`src/hdl/assert_macros.svh`:
```
// Assertion macros shared by the plane intersection RTL.
// Included by modules that carry concurrent checks; no other dependencies.
`ifndef ASSERT_MACROS_SVH
`define ASSERT_MACROS_SVH
`ifndef SYNTHESIS
`define PPI_ASSERT(lbl, clk, rstn, expr) \
    lbl: assert property (@(posedge clk) disable iff (!rstn) (expr)) \
        else $error("%m: check failed");
`define PPI_ASSERT_IMPL(lbl, clk, rstn, ante, cons) \
    lbl: assert property (@(posedge clk) disable iff (!rstn) (ante) |-> (cons)) \
        else $error("%m: check failed");
`define PPI_ASSERT_NEXT(lbl, clk, rstn, ante, cons) \
    lbl: assert property (@(posedge clk) disable iff (!rstn) (ante) |=> (cons)) \
        else $error("%m: check failed");
`else
`define PPI_ASSERT(lbl, clk, rstn, expr)
`define PPI_ASSERT_IMPL(lbl, clk, rstn, ante, cons)
`define PPI_ASSERT_NEXT(lbl, clk, rstn, ante, cons)
`endif
`endif

```
`src/hdl/ppi_pkg.sv`:
```
// Types, constants and helper functions for the plane intersection unit.
// No dependencies; used by every module of the block.
package ppi_pkg;

    localparam int COORD_WIDTH   = 32;
    localparam int FRAC_BITS     = 16;
    localparam int EPS_WIDTH     = 31;
    localparam int PROD_WIDTH    = 2 * COORD_WIDTH;
    localparam int WIDE_WIDTH    = 2 * COORD_WIDTH + 3;
    localparam int ABS_SUM_WIDTH = COORD_WIDTH + 2;
    localparam int CMP_WIDTH     = (ABS_SUM_WIDTH > EPS_WIDTH) ? ABS_SUM_WIDTH : EPS_WIDTH;
    localparam int DIV_STAGES    = PROD_WIDTH;
    localparam int QUEUE_DEPTH   = 4;
    localparam int QPTR_WIDTH    = $clog2(QUEUE_DEPTH);

    typedef logic signed [COORD_WIDTH-1:0] coord_t;
    typedef logic        [COORD_WIDTH-1:0] mag_t;
    typedef logic signed [PROD_WIDTH-1:0]  prod_t;
    typedef logic        [PROD_WIDTH-1:0]  pmag_t;
    typedef logic signed [PROD_WIDTH:0]    cprod_t;
    typedef logic signed [COORD_WIDTH:0]   cdiff_t;
    typedef logic signed [WIDE_WIDTH-1:0]  wide_t;
    typedef logic        [EPS_WIDTH-1:0]   eps_t;
    typedef logic        [1:0]             rel_t;
    typedef logic        [1:0]             axis_t;

    localparam eps_t EPS_RESET = EPS_WIDTH'(66);

    localparam rel_t REL_DISJOINT = 2'd0;
    localparam rel_t REL_COINCIDE = 2'd1;
    localparam rel_t REL_LINE     = 2'd2;

    localparam axis_t AXIS_X = 2'd0;
    localparam axis_t AXIS_Y = 2'd1;
    localparam axis_t AXIS_Z = 2'd2;

    localparam coord_t COORD_MAX = {1'b0, {(COORD_WIDTH-1){1'b1}}};
    localparam coord_t COORD_MIN = {1'b1, {(COORD_WIDTH-1){1'b0}}};

    typedef struct packed {
        coord_t na_x, na_y, na_z;
        coord_t ca_x, ca_y, ca_z;
        coord_t nb_x, nb_y, nb_z;
        coord_t cb_x, cb_y, cb_z;
    } in_item_t;

    // lane 0 solves db*x0 - da*y0, lane 1 the negated db*x1 - da*y1
    typedef struct packed {
        rel_t   relation;
        coord_t dir_x, dir_y, dir_z;
        axis_t  axis;
        coord_t divisor;
        coord_t da, db;
        coord_t x0, y0, x1, y1;
    } qentry_t;

    typedef struct packed {
        logic    push;
        qentry_t data;
    } qpush_t;

    typedef struct packed {
        rel_t   relation;
        coord_t dir_x, dir_y, dir_z;
        axis_t  axis;
        logic   neg0, neg1;
        logic   zero_div;
    } side_t;

    function automatic coord_t shift_sat(input wide_t v);
        wide_t                          s;
        logic [WIDE_WIDTH-COORD_WIDTH:0] hi;
        coord_t                         r;
        s  = v >>> FRAC_BITS;
        hi = s[WIDE_WIDTH-1:COORD_WIDTH-1];
        if (hi == '0 || hi == '1)
        begin
            r = s[COORD_WIDTH-1:0];
        end
        else
        begin
            r = s[WIDE_WIDTH-1] ? COORD_MIN : COORD_MAX;
        end
        return r;
    endfunction

    function automatic mag_t abs_mag(input coord_t v);
        return v[COORD_WIDTH-1] ? (~mag_t'(v) + mag_t'(1)) : mag_t'(v);
    endfunction

    function automatic pmag_t abs_pmag(input prod_t v);
        return v[PROD_WIDTH-1] ? (~pmag_t'(v) + pmag_t'(1)) : pmag_t'(v);
    endfunction

endpackage

```
`src/hdl/ppi_queue.sv`:
```
// Short request queue between the front and back pipelines.
// Depends on ppi_pkg and assert_macros.svh.
`include "assert_macros.svh"

module ppi_queue (
    input  logic             clk,
    input  logic             rst_n,
    input  ppi_pkg::qpush_t  qp,
    output logic             full,
    input  logic             pop,
    output logic             head_valid,
    output ppi_pkg::qentry_t head
);

    ppi_pkg::qentry_t                mem_reg[ppi_pkg::QUEUE_DEPTH];
    logic [ppi_pkg::QPTR_WIDTH-1:0]  wr_ptr_reg, rd_ptr_reg;
    logic [ppi_pkg::QPTR_WIDTH:0]    count_reg;

    assign full       = count_reg == (ppi_pkg::QPTR_WIDTH+1)'(ppi_pkg::QUEUE_DEPTH);
    assign head_valid = count_reg != '0;
    assign head       = mem_reg[rd_ptr_reg];

    function automatic logic [ppi_pkg::QPTR_WIDTH-1:0] ptr_inc(
        input logic [ppi_pkg::QPTR_WIDTH-1:0] p);
        return (p == ppi_pkg::QPTR_WIDTH'(ppi_pkg::QUEUE_DEPTH-1)) ? '0 : p + 1'b1;
    endfunction

    always_ff @(posedge clk or negedge rst_n)
    begin
        if (!rst_n)
        begin
            wr_ptr_reg <= '0;
            rd_ptr_reg <= '0;
            count_reg  <= '0;
        end
        else
        begin
            if (qp.push)
            begin
                wr_ptr_reg <= ptr_inc(wr_ptr_reg);
            end
            if (pop)
            begin
                rd_ptr_reg <= ptr_inc(rd_ptr_reg);
            end
            if (qp.push && !pop)
            begin
                count_reg <= count_reg + 1'b1;
            end
            else if (pop && !qp.push)
            begin
                count_reg <= count_reg - 1'b1;
            end
        end
    end

    always_ff @(posedge clk)
    begin
        if (qp.push)
        begin
            mem_reg[wr_ptr_reg] <= qp.data;
        end
    end

    `PPI_ASSERT_IMPL(a_no_overflow, clk, rst_n, qp.push, !full)
    `PPI_ASSERT_IMPL(a_no_underflow, clk, rst_n, pop, head_valid)
    `PPI_ASSERT(a_count_bound, clk, rst_n,
        count_reg <= (ppi_pkg::QPTR_WIDTH+1)'(ppi_pkg::QUEUE_DEPTH))

endmodule

```
`config.mk`:
```
export PLATFORM = sky130hd
export DESIGN_NAME = ppi_queue
export DESIGN_NICKNAME = d
export VERILOG_FILES = /design/src/hdl/ppi_pkg.sv /design/src/hdl/ppi_queue.sv
export VERILOG_INCLUDE_DIRS = /design/src /design/src/hdl
export SDC_FILE = /design/constraint.sdc
export NUM_CORES = 1
export LEC_CHECK = 0
export BUFFER_PORTS_ARGS = -buffer_cell sky130_fd_sc_hd__buf_2
export CORE_ASPECT_RATIO = 0.75
export CORE_UTILIZATION = 40
export DETAILED_ROUTE_END_ITERATION = 7
export PLACE_DENSITY = 0.56
export SYNTH_ARGS = -nofsm -noshare
export SYNTH_HDL_FRONTEND = slang
export SYNTH_SLANG_ARGS = --single-unit
```
`constraint.sdc`:
```
create_clock -name clk -period 9.4 [get_ports clk]
set_input_delay 2.82 -clock clk [delete_from_list [all_inputs] [get_ports clk]]
set_output_delay 2.82 -clock clk [all_outputs]
set_load 0.02 [all_outputs]
```
==> results.yml, run 1 <==
run_status:
  status: "completed"
die:
  initial_utilization: 0.405
  ios: 654
  dieArea_mm2: 0.119
  die_height_um: 299
  die_w_um: 398
  core_region_area_mm2: 0.116
  core.rowCount: 108
yosys:
  synth_nets: 2064
  avgSynthCellArea_um2: 27.2
  async_flop_share: 0.00537
  netlist_area_mm2: 0.0471
  ys_seq_area_frac: 0.830
  synth_area_leaders: "edfxtp_1, mux4_2, buf_6"
  synth_seq_cells: 1303
  synth_cell_types: 19
  yosys.area.top_type_share: 0.826
  synth_warnings: 0
  ys.flop_type: "edfxtp_1"
  yosys.area.top_type: "edfxtp_1"
  synth_edf_count: 1296
  syn_inst: 1729
detailed_routing:
  wl_mm: 101
  drtIter0Drc: 1281
  viasPerCell: 5.11
  drcViolationCount: 0
  drtPass1Iterations: 5
  via_count: 21000
  ant_nets: 0
  wl_per_cell_um: 24.5
cells_and_area:
  nFillCells: 9498
  area_growth_pct: 19.3
  drive_gt1_frac: 0.462
  layout.nets: 2797
  regArea_mm2: 0.0391
  finish.utilization: 0.484
  largest_reg_flops: 1296
  multi_input_area_mm2: 0.00753
power:
  clkPwrFrac: 0.271
  p_switching_w: 0.00580
  switching_share: 0.318
  ir_drop_v: 0.000398
  powerDensity_mw_per_mm2: 324
  p_leak_nw: 18.8
  intPower_w: 0.0124
  p_seq_frac: 0.423
  power.total_w: 0.0182
  p_comb_frac: 0.306
min_path:
  hp-class: "reg2reg"
  hold_path_depth: 1
  holdPathEnd: "count_reg[2]"
  hp-start: "count_reg[2]"
critical_path:
  r2r_setup_slack_ps: 6480
  worstRegToRegCells: 5
  slowest_delay_ps: 920
  required_ps: 6580
  worstSetupPathType: "reg2out"
  critPathLaunchType: "flip-flop"
  crit_path_end_kind: "primary output"
  cp_max_fo: 96
  r2r_start: "wr_ptr_reg[1]"
  path_cells: "buf_12, mux4_2, buf_2"
  crit_arrival_ps: 3330
  r2r-end: "mem_reg[1][318]"
  cp_slowest_cell: "dfrtp_4"
clock_network:
  cts_sinks: 1303
  post_cts_resized: 0
  insertion_delay_ps: 760
  cts_buffers: 130
  htreeDepth: 4
  cts.clk_slew.worst_paths_ps: 60
  root_buffer: "clkbuf_16"
  clockBufferDepth: 3
  cts-hold-fix-buffers: 0
  postCtsSetupBuffers: 0
  cts_tree: "done"
place:
  routabilityCongestion: 0.740
  port_buffers: 653
  hpwl_mm: 61.0
  post-place-ws_ps: 3880
sta:
  hold_viol_final: 0
  report.final.slew_viol_count: 0
  worstMarginPinSlew_ps: 1350
  clock_skew_ps: 32.7
  clock.fmax_mhz: 163
  setup_viol: 0
  fin_crit_sh: 0.654
  fin_ws_ps: 3250
  timing.hold.ws_ps: 503
  rsz0062_at_grt: "no"
  relSlewSlack: 0.103
  finalSetupTns_ps: 0
  period_needed_ps: 6150
global_route:
  antenna_found_initial: 30
  grt_pass1_wl_mm: 147
  grt_pass1_vias: 22100
  track_usage: 0.169
  grt_max_degree: 163
  grt_overflow: 0
run:
  max_cap_violations: 0
## routing by layer
layer  vias up  part of all wire  GRT usage
met3       165             0.083     0.0620
met2       623              0.50      0.275
met1     11100              0.39      0.213
met4        30             0.018     0.0452
met5         -            0.0021          0
li1       9049                 -          -
## cells by family after synthesis
| family | after synthesis | synth area share |
|---|---|---|
| XOR/XNOR | 3 | 0.000558 |
| buffers and inverters | 76 | 0.0104 |
| AO/OA/AOI/OAI | 2 | 0.000213 |
| AND/OR/NAND/NOR | 11 | 0.00122 |
| multiplexers | 327 | 0.156 |
| adder cells (fa/ha/maj) | 7 | 0.00202 |
| flip-flops | 1303 | 0.830 |
## layout make-up
type | count | share of cell area
antenna | 11 | 0.000490
clock buffer | 169 | 0.0628
clock inverter | 61 | 0.00895
inverter | 4 | 0.000267
multi-input combinational | 350 | 0.134
sequential | 1303 | 0.696
tap | 1540 | 0.0343
timing repair buffer | 673 | 0.0635
## power groups by stage
| stage | logic, W | registers (W) | clock network (W) |
|---|---|---|---|
| after floorplan | 0.00388 | 0.00784 | 0 |
| final | 0.00557 | 0.00770 | 0.00493 |
| after global routing | 0.00593 | 0.00778 | 0.00528 |
| after CTS | 0.00574 | 0.00772 | 0.00507 |
| after detailed placement | 0.00572 | 0.00784 | 0 |
| after global placement | 0.00572 | 0.00779 | 0 |
## cell usage in the layout (no fill, tap or decap), types with 6 or more instances in the layout
cell type     n
buf_4         8
clkbuf_16   136
clkbuf_1     33
diode_2      11
inv_6         7
buf_12       12
edfxtp_1   1296
ha_1          6
mux4_2      324
clkinv_1     20
buf_2       653
clkinv_2     22
## worst max-delay path: cells and delay by family, from the launching register on
family   cells  cell delay [ps]
buf+inv      2              860
flops        1              920
mux          1              640
## Yosys cell counts (3+ instances only)
| cell type | n |
|---|---|
| and2_1 | 4 |
| buf_2 | 33 |
| buf_4 | 9 |
| buf_6 | 17 |
| clkbuf_1 | 13 |
| dfrtp_1 | 7 |
| edfxtp_1 | 1296 |
| ha_1 | 6 |
| inv_1 | 4 |
| mux2_2 | 3 |
| mux4_2 | 324 |
| nor2_1 | 3 |
## worst max path at each step
stage                     to  slack (ps)     startpoint
3_5_place_dp       head[231]        3880  rd_ptr_reg[0]
2_1_floorplan  mem_reg[3][0]        2150        qp[324]
5_1_grt            head[231]        2950  rd_ptr_reg[0]
3_3_place_gp       head[231]        3920  rd_ptr_reg[0]
6_report           head[231]        3250  rd_ptr_reg[0]
4_1_cts            head[231]        3030  rd_ptr_reg[0]
## stage by stage
step | cell area [um^2] | std cells
2_1_floorplan | 47100 | 1729
3_3_place_gp | 52100 | 3870
3_5_place_dp | 52100 | 3870
4_1_cts | 56200 | 4100
5_1_grt | 56200 | 4103
6_report | 56200 | 4111
Note: power is estimated with default switching activity, not from simulation.
==> run 2: changes to the inputs <==
Settings changed: PLACE_DENSITY 0.56 to 0.58.
Clock period 9.4 ns to 5.4 ns, I/O delays scaled along.
==> run 2 against run 1 <==
Effect of this change:
- clock power is 70% higher
- critical path depth grew 1
- global-route usage grew 0.29 points
- sequential power up 74%
- power is 75% higher
- utilization up 0.51 points
- clock skew decreased by 14 ps
==> results.yml, run 2 (synthesis gave the netlist of run 1 again) <==
detailed_routing:
  drtPass1Iterations: 4
  drtIter0Drc: 1284
  viasPerCell: 5.08
  ant_nets: 0
  wl_mm: 103
  wl_per_cell_um: 24.6
  drcViolationCount: 0
  via_count: 21100
die:
  core_region_area_mm2: 0.116
  core.rowCount: 108
  dieArea_mm2: 0.119
  die_height_um: 299
  ios: 654
  die_w_um: 398
  initial_utilization: 0.405
cells_and_area:
  final_cell_mix: "edfxtp_1, buf_2, mux4_2"
  layout.nets: 2847
  multi_input_area_mm2: 0.00753
  area_growth_pct: 20.6
  finish.utilization: 0.489
  finalInstanceArea_mm2: 0.0568
  nFillCells: 9360
  regArea_mm2: 0.0391
  largest_reg_flops: 1296
  final_common_cell: "edfxtp_1"
  drive_gt1_frac: 0.475
place:
  port_buffers: 653
  post-place-ws_ps: 1380
  routabilityCongestion: 0.793
  hpwl_mm: 67.0
  placed_cell_area_mm2: 0.0529
sta:
  hold_viol_final: 0
  worstMarginPinSlew_ps: 970
  rsz0062_at_grt: "no"
  setup_viol: 0
  clock_skew_ps: 19.1
  finalSetupTns_ps: 0
  fin_ws_ps: 682
  clock.fmax_mhz: 212
  report.final.slew_viol_count: 0
  fin_crit_sh: 0.874
  relSlewSlack: 0.354
  period_needed_ps: 4720
critical_path:
  crit_arrival_ps: 3100
  slowest_delay_ps: 840
  worstSetupPathType: "reg2out"
  cp_num_buf_inv: 3
  path_cells: "buf_12, buf_4, mux4_2, buf_2"
  cp_max_fo: 31
  crit_path_end_kind: "primary output"
  cp_slowest_cell: "dfrtp_4"
  required_ps: 3780
  critPathLaunchType: "flip-flop"
  cpLargestDelayFamily: "flip-flops"
clock_network:
  root_buffer: "clkbuf_16"
  htreeDepth: 3
  cts-hold-fix-buffers: 0
  clockBufferDepth: 3
  cts_buffers: 121
  cts.clk_slew.worst_paths_ps: 60
  insertion_delay_ps: 730
  cts_tree: "done"
  cts_sinks: 1303
  postCtsSetupBuffers: 0
  post_cts_resized: 0
global_route:
  grt_overflow: 0
  antenna_found_initial: 21
  grt_pass1_vias: 22800
  track_usage: 0.171
  grt_max_degree: 91
  grt_pass1_wl_mm: 150
power:
  p_leak_nw: 19.1
  power.total_w: 0.0319
  powerDensity_mw_per_mm2: 561
  ir_drop_v: 0.000360
run:
  max_cap_violations: 0
run_status:
  status: "completed"
min_path:
  hp-class: "reg2reg"
==> run 2: cell types whose count changed in the layout (fill, tap and decap cells not counted), sizes merged <==
| cell | before | now |
|---|---|---|
| diode | 11 | 12 |
| clkinv | 43 | 48 |
| bufinv | 5 | 13 |
| buf | 673 | 732 |
| clkinvlp | 1 | 7 |
| clkbuf | 169 | 148 |
| inv | 16 | 10 |
==> run 2: metal layers <==
metal / GRT usage / part of all wire / vias up
met4: 0.0475 / 0.020 / 22
met3: 0.0520 / 0.067 / 155
met2: 0.286 / 0.51 / 581
met5: 0 / 0.0013 / -
li1: - / - / 9161
met1: 0.217 / 0.40 / 11200
==> run 2: final timing paths <==
check                               from         endpoint  slack [ps]  depth (start not counted)
setup / recovery           rd_ptr_reg[0]        head[297]         680                          4
min in group asynchronous          rst_n    wr_ptr_reg[0]         720                          1
hold reg to reg             count_reg[2]     count_reg[2]         490                          1
setup reg to reg           wr_ptr_reg[0]  mem_reg[0][261]        2990                          4
hold / removal              count_reg[2]     count_reg[2]         490                          1
max in group asynchronous          rst_n    rd_ptr_reg[0]        4490                          1
==> run 2: cell type report <==
class,instances,share of cell area
Sequential cell,1303,0.688
Multi-Input combinational cell,350,0.133
Timing Repair Buffer,732,0.0755
Clock buffer,148,0.0555
Tap cell,1540,0.0339
Clock inverter,74,0.0132
Antenna cell,12,0.000529
Inverter,4,0.000264
==> run 2: report_power, final <==
group          internal, W  leakage (nW)  switching (W)
Combinational      0.00402          5.26        0.00607
Clock              0.00477          1.90        0.00362
Sequential          0.0129          12.0       0.000465
==> run 2: worst reg2reg max path, delay by kind of cell, from the launching register on <==
| kind | cells | cell delay (ps) |
|---|---|---|
| DFF | 1 | 420 |
| buffers and inverters | 2 | 630 |
| and+or+nand+nor | 1 | 760 |
| adders and majority gates | 1 | 170 |
==> run 2: per-stage QoR <==
stage / hold slack [ps] / cells
after floorplan: 449 / 1729
after global placement: 467 / 3929
after detailed placement: 484 / 3929
after CTS: 494 / 4151
after global routing: 526 / 4160
final: 490 / 4163
